===== config.mk =====
export PLATFORM = sky130hd
export DESIGN_NAME = bfdh_ram
export DESIGN_NICKNAME = d
export VERILOG_FILES = /design/src/rtl/core/bfdh_ram.sv
export SDC_FILE = /design/constraint.sdc
export NUM_CORES = 1
export LEC_CHECK = 0
export BUFFER_PORTS_ARGS = -buffer_cell sky130_fd_sc_hd__clkbuf_2
export CAP_MARGIN = 15
export CORE_ASPECT_RATIO = 0.7
export CORE_MARGIN = 10
export CORE_UTILIZATION = 26
export CTS_BUF_LIST = sky130_fd_sc_hd__clkbuf_2
export CTS_CLUSTER_SIZE = 10
export DETAILED_ROUTE_END_ITERATION = 6
export PLACE_DENSITY = 0.42
export SLEW_MARGIN = 5
export SYNTH_ARGS = -nofsm -noshare
export SYNTH_HDL_FRONTEND = slang
export SYNTH_SLANG_ARGS = --single-unit

===== constraint.sdc =====
create_clock -name clock -period 2.1 [get_ports clock]
set_input_delay 0 -clock clock [delete_from_list [all_inputs] [get_ports clock]]
set_output_delay 0 -clock clock [all_outputs]
set_load 0.01 [all_outputs]

===== src/rtl/core/bfdh_ram.sv =====
// generic single-port-write ram with registered read
module bfdh_ram #(
   parameter int unsigned WIDTH = 1,
   parameter int unsigned DEPTH = 64
) (
   input  logic                     clock,
   input  logic                     wr_en,
   input  logic [$clog2(DEPTH)-1:0] wr_addr,
   input  logic [WIDTH-1:0]         wr_data,
   input  logic [$clog2(DEPTH)-1:0] rd_addr,
   output logic [WIDTH-1:0]         rd_data
);

   logic [WIDTH-1:0] mem [DEPTH];
   logic [WIDTH-1:0] rd_data_ff;

   always_ff @(posedge clock) begin
      if (wr_en) begin
         mem[wr_addr] <= wr_data;
      end
      rd_data_ff <= mem[rd_addr];
   end

   assign rd_data = rd_data_ff;

endmodule


==> reports/qor.csv <==
metric,value,unit
status,"finished, final reports clean",
power per cell area,796.2,nW/um2
crit-path max FO,1,
crit path cell chain,mux4_1 > mux4_2 > or2_0 > a32o_1,
die area,15910,um2
Layout Nets,245,
DRC,0,
I/O pin total,16,
worst-margin pin slew,0.6482,ns
Setup Slack @ Placement,0.2483,ns
TritonCTS clock tree,done,
required time worst endpoint,2.52,ns
top post-synthesis cells by area,"edfxtp_1 (66%), nor2_1 (8.6%), mux4_2 (7.7%), mux4_1 (6.3%), nand3_1 (1.5%)",
clock skew,0.01368,ns
cell area after synthesis,2914,um2
Synth Instances,204,
CTS Buf Count,9,
hold crit path type,input pin to flip-flop,
Area growth syn-to-layout,18.12,%
simple-gate share of the synthesized area,15.89,%
Skew-Pair Late Insertion Delay,0.51,ns
R2R Setup Slk,0.23,ns
final worst setup slack,0.2254,ns
via/cell ratio,4.580,
total inserted antenna cells,0,
mux contribution to synthesized area,14.04,%
Compound-Gate Fraction of Synth Area,1.589,%
Wirelength per Cell,18.63,um
Tcrit/Tclk final,89.27,%
hold slack,0.06198,ns
FP Rows,32,
crit start category,flip-flop,
GPL Wtd Cong,0.7214,
final wirelength,7.229,mm
overall power,2741,uW
setup TNS,0,ns
CP Capture Type,flip-flop,
fin crit period,1.875,ns
Sink Count,65,
largest family of logic cells by synthesized area,simple AND/OR/NAND/NOR gates,
xor and xnor area share after synthesis,0,%
Filler Cells Inserted,1131,
Chip Width,146.5,um
Reg area,1942,um2
drt pass-1 iters,4,
Root Driver,clkbuf_2,
vias in the first global route,1830,
syn_area_per_cell,14.28,um2
Vias,1777,
port bufs,15,
"Slowest-stage cell, CP",mux4_1,
sequential cell area fraction in the yosys report,66.64,%
footprint of the multi-input gates,918.4,um2
Crit Path Category,flip-flop to flip-flop,
post-layout instance area,3442,um2
starting density of the core,26.56,%
H-tree depth,3,
clock slew at the register clock pins of the worst setup and hold paths,0.19,ns
fraction of layout cells with a size suffix above 1,19.57,%
cell taking the most area after synthesis,edfxtp_1,
cts repair resizes,0,
maximum clock rate,533.5,MHz
grt ovf,0,
peak supply drop,0.3147,mV
"Warnings, synthesis",0,
crit-path max cell delay,0.50,ns
"Net Count, Synth",219,
worst rel slew slack,56.79,%
CP arrival,2.30,ns
Initial DRC Count,115,
Synth Register Bits,65,
CTS Buffer Depth,2,
post-synth top area share,65.95,%
antenna-violating nets left,0,
largest net degree at the start of global routing,34,
Post-CTS Setup Bufs,0,
Global Route Usage Sum,9.758,%
Post-CTS Hold Buffers,8,
Adder-Cell Fraction of Synth Area,0,%
initial antenna violation count,0,
placed cell areas,3182,um2
RSZ-0062 raised after global routing,no,
Fin. Hold Viols,0,
Core Region,10970,um2
Die Y,108.6,um
Yosys cell types,25,
HPWL after detailed placement,4.767,mm
Final setup viols,0,
first-pass GRT wire length,11.43,mm
Leakage Power,0.001079,uW
Max Slew Vio Count,0,
max_cap viols,0,
[layout by cell type (no fill, tap or decap)]
| cell type | Yosys | routed |
|---|---|---|
| a21boi_0 | 1 | 1 |
| a21oi_1 | 1 | 1 |
| a22oi_1 | 2 | 2 |
| a32o_1 | 1 | 1 |
| a41oi_1 | 1 | 1 |
| and2b_1 | 1 | 1 |
| buf_12 | 0 | 2 |
| buf_4 | 0 | 2 |
| bufinv_16 | 0 | 4 |
| clkbuf_2 | 0 | 25 |
| clkinv_2 | 0 | 2 |
| dfxtp_1 | 1 | 1 |
| dlygate4sd3_1 | 0 | 8 |
| edfxtp_1 | 64 | 64 |
| mux4_1 | 7 | 7 |
| mux4_2 | 10 | 10 |
| nand2_1 | 7 | 7 |
| nand2b_1 | 2 | 2 |
| nand3_1 | 9 | 9 |
| nand3b_1 | 4 | 4 |
| nand4_1 | 3 | 3 |
| nand4b_1 | 1 | 1 |
| nor2_1 | 67 | 67 |
| nor2b_1 | 5 | 5 |
| nor3_1 | 2 | 2 |
| or2_0 | 1 | 1 |
| or3_1 | 1 | 1 |
| or3b_2 | 1 | 1 |
[power by group]
| part | switching, uW | internal (uW) |
|---|---|---|
| registers | 3.13 | 1430 |
| clock network | 474 | 634 |
| logic | 117 | 78.2 |
| total | 594 | 2150 |
[per-stage QoR]
stage | util [%] | std cells
final | 31.38 | 388
after global routing | 31.38 | 388
after detailed placement | 29.00 | 364
after global placement | 29.00 | 364
after floorplan | - | 204
after CTS | 31.38 | 388
[final cells by class]
class | instances | area share [%]
Clock buffer | 10 | 1.454
Multi-Input combinational cell | 127 | 26.68
Sequential cell | 65 | 56.42
Tap cell | 153 | 5.562
Clock inverter | 6 | 3.780
Timing Repair Buffer | 27 | 6.107
[path summary, 6_finish.rpt]
| check | cells after the start | startpoint | to |
|---|---|---|---|
| max | 4 | mem[4] | rd_data |
| min | 3 | wr_addr[5] | mem[37] |
| max reg2reg | 4 | mem[4] | rd_data |
| min reg2reg | 4 | mem[50] | rd_data |
[logic make-up after synthesis]
kind of cell / count (synthesis)
simple gates: 104
flops: 65
mux: 17
buf+inv: 12
compound gates: 6
[worst max-delay path: cells and delay by family (launching register included)]
family             cells  cell delay (ns)
AOI/OAI and AO/OA      1             0.20
DFF                    1             0.40
and+or+nand+nor        1             0.22
muxes                  2             0.97
[synth_stat cells (all sizes together)]
master	number
nor3	2
nand3	9
dfxtp	1
nand4	3
edfxtp	64
a32o	1
clkbuf	10
mux4	17
a21oi	1
or2	1
a22oi	2
and2b	1
a41oi	1
or3	1
nand2b	2
nor2b	5
nand3b	4
nor2	67
a21boi	1
buf	2
nand4b	1
nand2	7
or3b	1
[flip-flops by register name (all words and copies together) (netlist names)]
| register | cells |
|---|---|
| mem | 64 |
| rd_data | 1 |
[routing by layer]
layer | share of wire [%] | up-vias | wire, um | global-route usage [%]
met3 | 4.8 | 7 | 344 | 3.548
met2 | 44 | 31 | 3165 | 13.76
met1 | 50 | 915 | 3627 | 13.56
met4 | 1.3 | 0 | 92 | 3.205
met5 | 0 | - | 0 | 0
li1 | - | 824 | - | -
Power figures use the tool's default switching activity.
