==> config.mk <==
export PLATFORM = sky130hd
export DESIGN_NAME = bfdh_mul64
export DESIGN_NICKNAME = d
export VERILOG_FILES = /design/src/rtl/core/bfdh_mul64.sv
export SDC_FILE = /design/constraint.sdc
export NUM_CORES = 2
export LEC_CHECK = 0
export ABC_AREA = 1
export BUFFER_PORTS_ARGS = -buffer_cell sky130_fd_sc_hd__clkbuf_2
export CORE_ASPECT_RATIO = 1.75
export CORE_MARGIN = 5
export CORE_UTILIZATION = 65
export DETAILED_ROUTE_END_ITERATION = 7
export PLACE_DENSITY = 0.83
export SYNTH_ARGS = -nofsm -noshare
export SYNTH_HDL_FRONTEND = slang
export SYNTH_SLANG_ARGS = --single-unit
export TNS_END_PERCENT = 1
==> constraint.sdc <==
create_clock -name clock -period 8.6 [get_ports clock]
set_input_delay 0.43 -clock clock [delete_from_list [all_inputs] [get_ports clock]]
set_output_delay 0.43 -clock clock [all_outputs]
set_load 0.02 [all_outputs]
==> src/rtl/core/bfdh_mul64.sv <==
// iterative 64x64 multiplier, low 64 bits, one 32x32 product per cycle
module bfdh_mul64 (
   input  logic        clock,
   input  logic        reset,
   input  logic        start,
   input  logic [63:0] a,
   input  logic [63:0] b,
   output logic        done,
   output logic [63:0] product
);

   logic        active_ff, active_in;
   logic [1:0]  phase_ff, phase_in;
   logic        done_ff, done_in;
   logic [63:0] a_ff, a_in;
   logic [63:0] b_ff, b_in;
   logic [63:0] prod_ff, prod_in;
   logic [63:0] acc_ff, acc_in;
   logic [31:0] op_x;
   logic [31:0] op_y;

   // phase 0: lo*lo, phase 1: lo*hi, phase 2: hi*lo; cross terms land in the upper half
   assign op_x = (phase_ff == 2'd2) ? a_ff[63:32] : a_ff[31:0];
   assign op_y = (phase_ff == 2'd1) ? b_ff[63:32] : b_ff[31:0];

   always_comb begin
      active_in = active_ff;
      phase_in  = phase_ff;
      done_in   = 1'b0;
      a_in      = a_ff;
      b_in      = b_ff;
      prod_in   = prod_ff;
      acc_in    = acc_ff;
      if (start) begin
         active_in = 1'b1;
         phase_in  = 2'd0;
         a_in      = a;
         b_in      = b;
      end else if (active_ff) begin
         prod_in  = op_x * op_y;
         phase_in = phase_ff + 2'd1;
         case (phase_ff)
            2'd0: begin
               acc_in = acc_ff;
            end
            2'd1: begin
               acc_in = prod_ff;
            end
            2'd2: begin
               acc_in = acc_ff + {prod_ff[31:0], 32'd0};
            end
            2'd3: begin
               acc_in    = acc_ff + {prod_ff[31:0], 32'd0};
               active_in = 1'b0;
               done_in   = 1'b1;
            end
            default: begin
               acc_in = acc_ff;
            end
         endcase
      end
   end

   always_ff @(posedge clock) begin
      if (reset) begin
         active_ff <= 1'b0;
         phase_ff  <= 2'd0;
         done_ff   <= 1'b0;
      end else begin
         active_ff <= active_in;
         phase_ff  <= phase_in;
         done_ff   <= done_in;
      end
      a_ff    <= a_in;
      b_ff    <= b_in;
      prod_ff <= prod_in;
      acc_ff  <= acc_in;
   end

   assign done    = done_ff;
   assign product = acc_ff;

endmodule

==> results summary <==
The run finished, with violations left. The checks that failed: negative hold slack. Summed over all failing endpoints, the final setup total negative slack is 0 ns. The floorplan die height came out at 361.8 microns.

TritonCTS built the clock tree. The number of different library cells used by synthesis comes to 38. The slack of the worst reg-to-reg path came out at 0.13 ns. The total half-perimeter wirelength after legalization and detailed placement is 141.6 mm. The number of antenna violations at the first check in global routing was 5. The tightest min-delay check is of the input pin to flip-flop type.

In the finished design, the share of the clock period the worst path needs comes to 0.9845. The post-synthesis mux area share is 0. Entering global routing, the biggest net connects 72 pins.

After synthesis, the largest family of logic cells by area is adder cells. The clock-pin slew of the registers on the worst-case setup and hold paths is 0.07 ns. The net count of the mapped netlist is 6846. In this run the clock root is driven by a clkbuf_16.

Relative to the synthesized area, the layout overhead comes to 10.08%. Among all flip-flop cells after synthesis, the most frequent one is edfxtp_1. The overall via count from detail_route is 39130. The starting DRC count in detailed routing came out at 3702. The total global routing track utilization is 0.4690. Of the cells placed in the final design, the portion with a size suffix greater than 1 is 0.09787. The maximum cell stage delay along the critical path is 0.78 ns. Among all cell types in the netlist, the one instantiated most often is inv_1.

The largest fanout on the critical path is 48. Synthesis inferred 260 register bits. The number of buffers and inverters on the critical path is 8. Of the total synthesized cell area, the portion taken by XOR and XNOR cells is 0.009338. The final-report max-slew violation count came out at 0. For this run, the top clock speed supported by timing is 0.1181 GHz. The final core utilization came out at 0.7189. After detailed routing, the number of vias per cell comes to 5.776. Registers take 0.007767 sq mm.

The critical path class is flip-flop to flip-flop. The residual antenna-violating net count after detailed routing is 0. The horizontal die dimension came out at 211.0 microns. Summed over all layers, the routed wires come to 178.1 mm.

The worst-case hold slack is -0.005093 ns. The die covers 0.07633 sq mm. For this run, the post-layout net count is 7164. The clock latency of the later-clocked register in the worst-skew pair is 0.63 ns. The worst setup path is launched from a flip-flop.

The count of yosys warnings during synthesis is 0. Clock tree synthesis found a total of 260 sinks. The worst max-slew margin expressed relative to the limit came out at 0.2423. STA classifies the critical path endpoint as a flip-flop. The average cell area after synthesis came out at 8.327 sq um. In the post-synthesis netlist, the biggest area contributors are fa_1 39%, edfxtp_1 17%, inv_1 11%. The initial standard-cell utilization of the core is 0.6531.

The post-route clock skew is 0.03580 ns. The first-pass GRT wire length came out at 257.1 mm. At the end of routability-driven placement, the weighted congestion stood at 1.091. The share of the synthesized area in the top cell type is 0.3907. The cell count after synthesis is 5519. In this run the cell area of the synthesized design comes to 0.04596 sq mm.

The area occupied by multi-input gates is 0.03203 sq mm. Broken down by cell family, the worst path's largest delay share belongs to adder cells. The total of buffers placed on input and output ports came out at 195. The number of buffers on the longest clock path came out at 3. The slowest stage of the critical path belongs to the cell fa_1. The total setup violations reported at the end of the flow came out at 0. Of the total synthesized cell area, the portion taken by full adders, half adders and majority gates is 0.4721.

The transition time at the pin with the least slew margin is 1.136 ns. At the worst endpoint, the arrival time is 8.82 ns. Fill cells in the final layout number 5550. The number of global-route vias before repair is 42075.

CTS built an H-tree with a depth of 1. TritonCTS created 24 clock buffers. The worst path in the final design needs a cycle of 8.466 ns, including I/O delays and setup. The number of remaining DRC errors came out at 0. The share of the Yosys chip area taken by registers is 0.1690. 196 I/O pins were placed. By count the netlist is led by 1379 x inv_1, 1341 x nand2_1, 897 x fa_1. The share of flip-flops with an asynchronous set or reset is 0. Max-cap violations in this run came to 0. The post-synthesis compound-gate area fraction is 0.02284.

The detail-routed net length per standard cell is 26.29 microns. After global routing the overflow that remains totals 0. The row count is 129.

The number of synthesized flops with an enable pin came out at 256. The number of hold-slack violations in the final timing report came to 2. The placeable core area is 0.07037 sq mm. STA puts the critical path data required time at 8.95 ns. The pre-antenna-repair detailed-routing pass consisted of 7 iterations.

The biggest area contributor in the post-synthesis netlist is fa_1. The fraction of the mapped netlist area in simple logic gates came out at 0.1905.
==> flip-flops by register name, summed over array words and instances, names as in the netlist <==
name       cells
product       64
active_ff      1
a_ff          64
prod_ff       64
b_ff          64
phase_ff       2
done           1
==> layer usage <==
layer / GRT usage / vias up / part of all wire
met5: 0 / - / 0.000079
met3: 0.1423 / 1222 / 0.11
met1: 0.4301 / 18607 / 0.26
met2: 0.7683 / 2713 / 0.47
met4: 0.5208 / 2 / 0.16
li1: - / 16586 / -
==> cells by family after synthesis <==
family                     count (synthesis)
xor gates and xnor gates                  49
adders and majority gates               1196
and+or+nand+nor                         2234
AOI/OAI and AO/OA                        171
buffers and inverters                   1609
DFF                                      260
==> what timing repair did <==
action | in CTS | in global routing
setup endpoints to repair | 0 | 37
resized for setup | 0 | 7
hold buffers | 66 | 5
setup buffers | 0 | 2
endpoints found under the hold margin | 66 | 5
==> cell type report <==
type                            count  area share
Sequential cell                   260      0.1535
Clock inverter                     16    0.004081
Timing Repair Buffer              463     0.06747
Clock buffer                       28     0.01217
Tap cell                          917     0.02268
Multi-Input combinational cell   3650      0.6332
Inverter                         1438      0.1068
Antenna cell                        3   0.0001484
==> through the flow <==
step           instance area, sq um  instances  hold WS (ns)  setup WS (ns)
6_report                      50590       6775     -0.005093         0.1336
3_5_place_dp                  48960       6655        0.5037         0.1630
3_3_place_gp                  48960       6655        0.4813         0.3139
5_1_grt                       50590       6774      0.001203      -0.003825
4_1_cts                       50450       6765    0.00006306         0.1543
2_1_floorplan                 45960       5519        0.4537          1.523
==> cell usage in the layout, fill, tap and decap left out, types with 5 or more instances in the layout <==
cell	instances
a21oi_1	70
buf_12	18
buf_4	179
clkbuf_16	24
clkbuf_2	194
clkinv_1	7
clkinvlp_4	5
dlygate4sd3_1	71
edfxtp_1	256
fa_1	896
ha_1	297
inv_1	1379
inv_2	53
nand2_1	1341
nand2_2	5
nand3_1	92
nand3b_1	8
nand4_1	14
nor2_1	719
nor2_2	11
nor2_4	9
nor3_1	18
nor3_2	6
o21ai_0	17
o21ai_1	20
o21ai_2	45
o21bai_1	12
xnor2_1	19
xor2_1	30
==> worst paths after layout <==
check / depth (start not counted) / endpoint / start
hold / removal: 1 / a_ff[46] / a[46]
setup / recovery: 29 / prod_ff[58] / phase_ff[0]
setup reg to reg: 29 / prod_ff[58] / phase_ff[0]
hold reg to reg: 2 / product[53] / prod_ff[53]
Power is left out: the tool's default activity adds up to more than one toggle a clock period on the data nets, which glitch-free logic cannot reach.
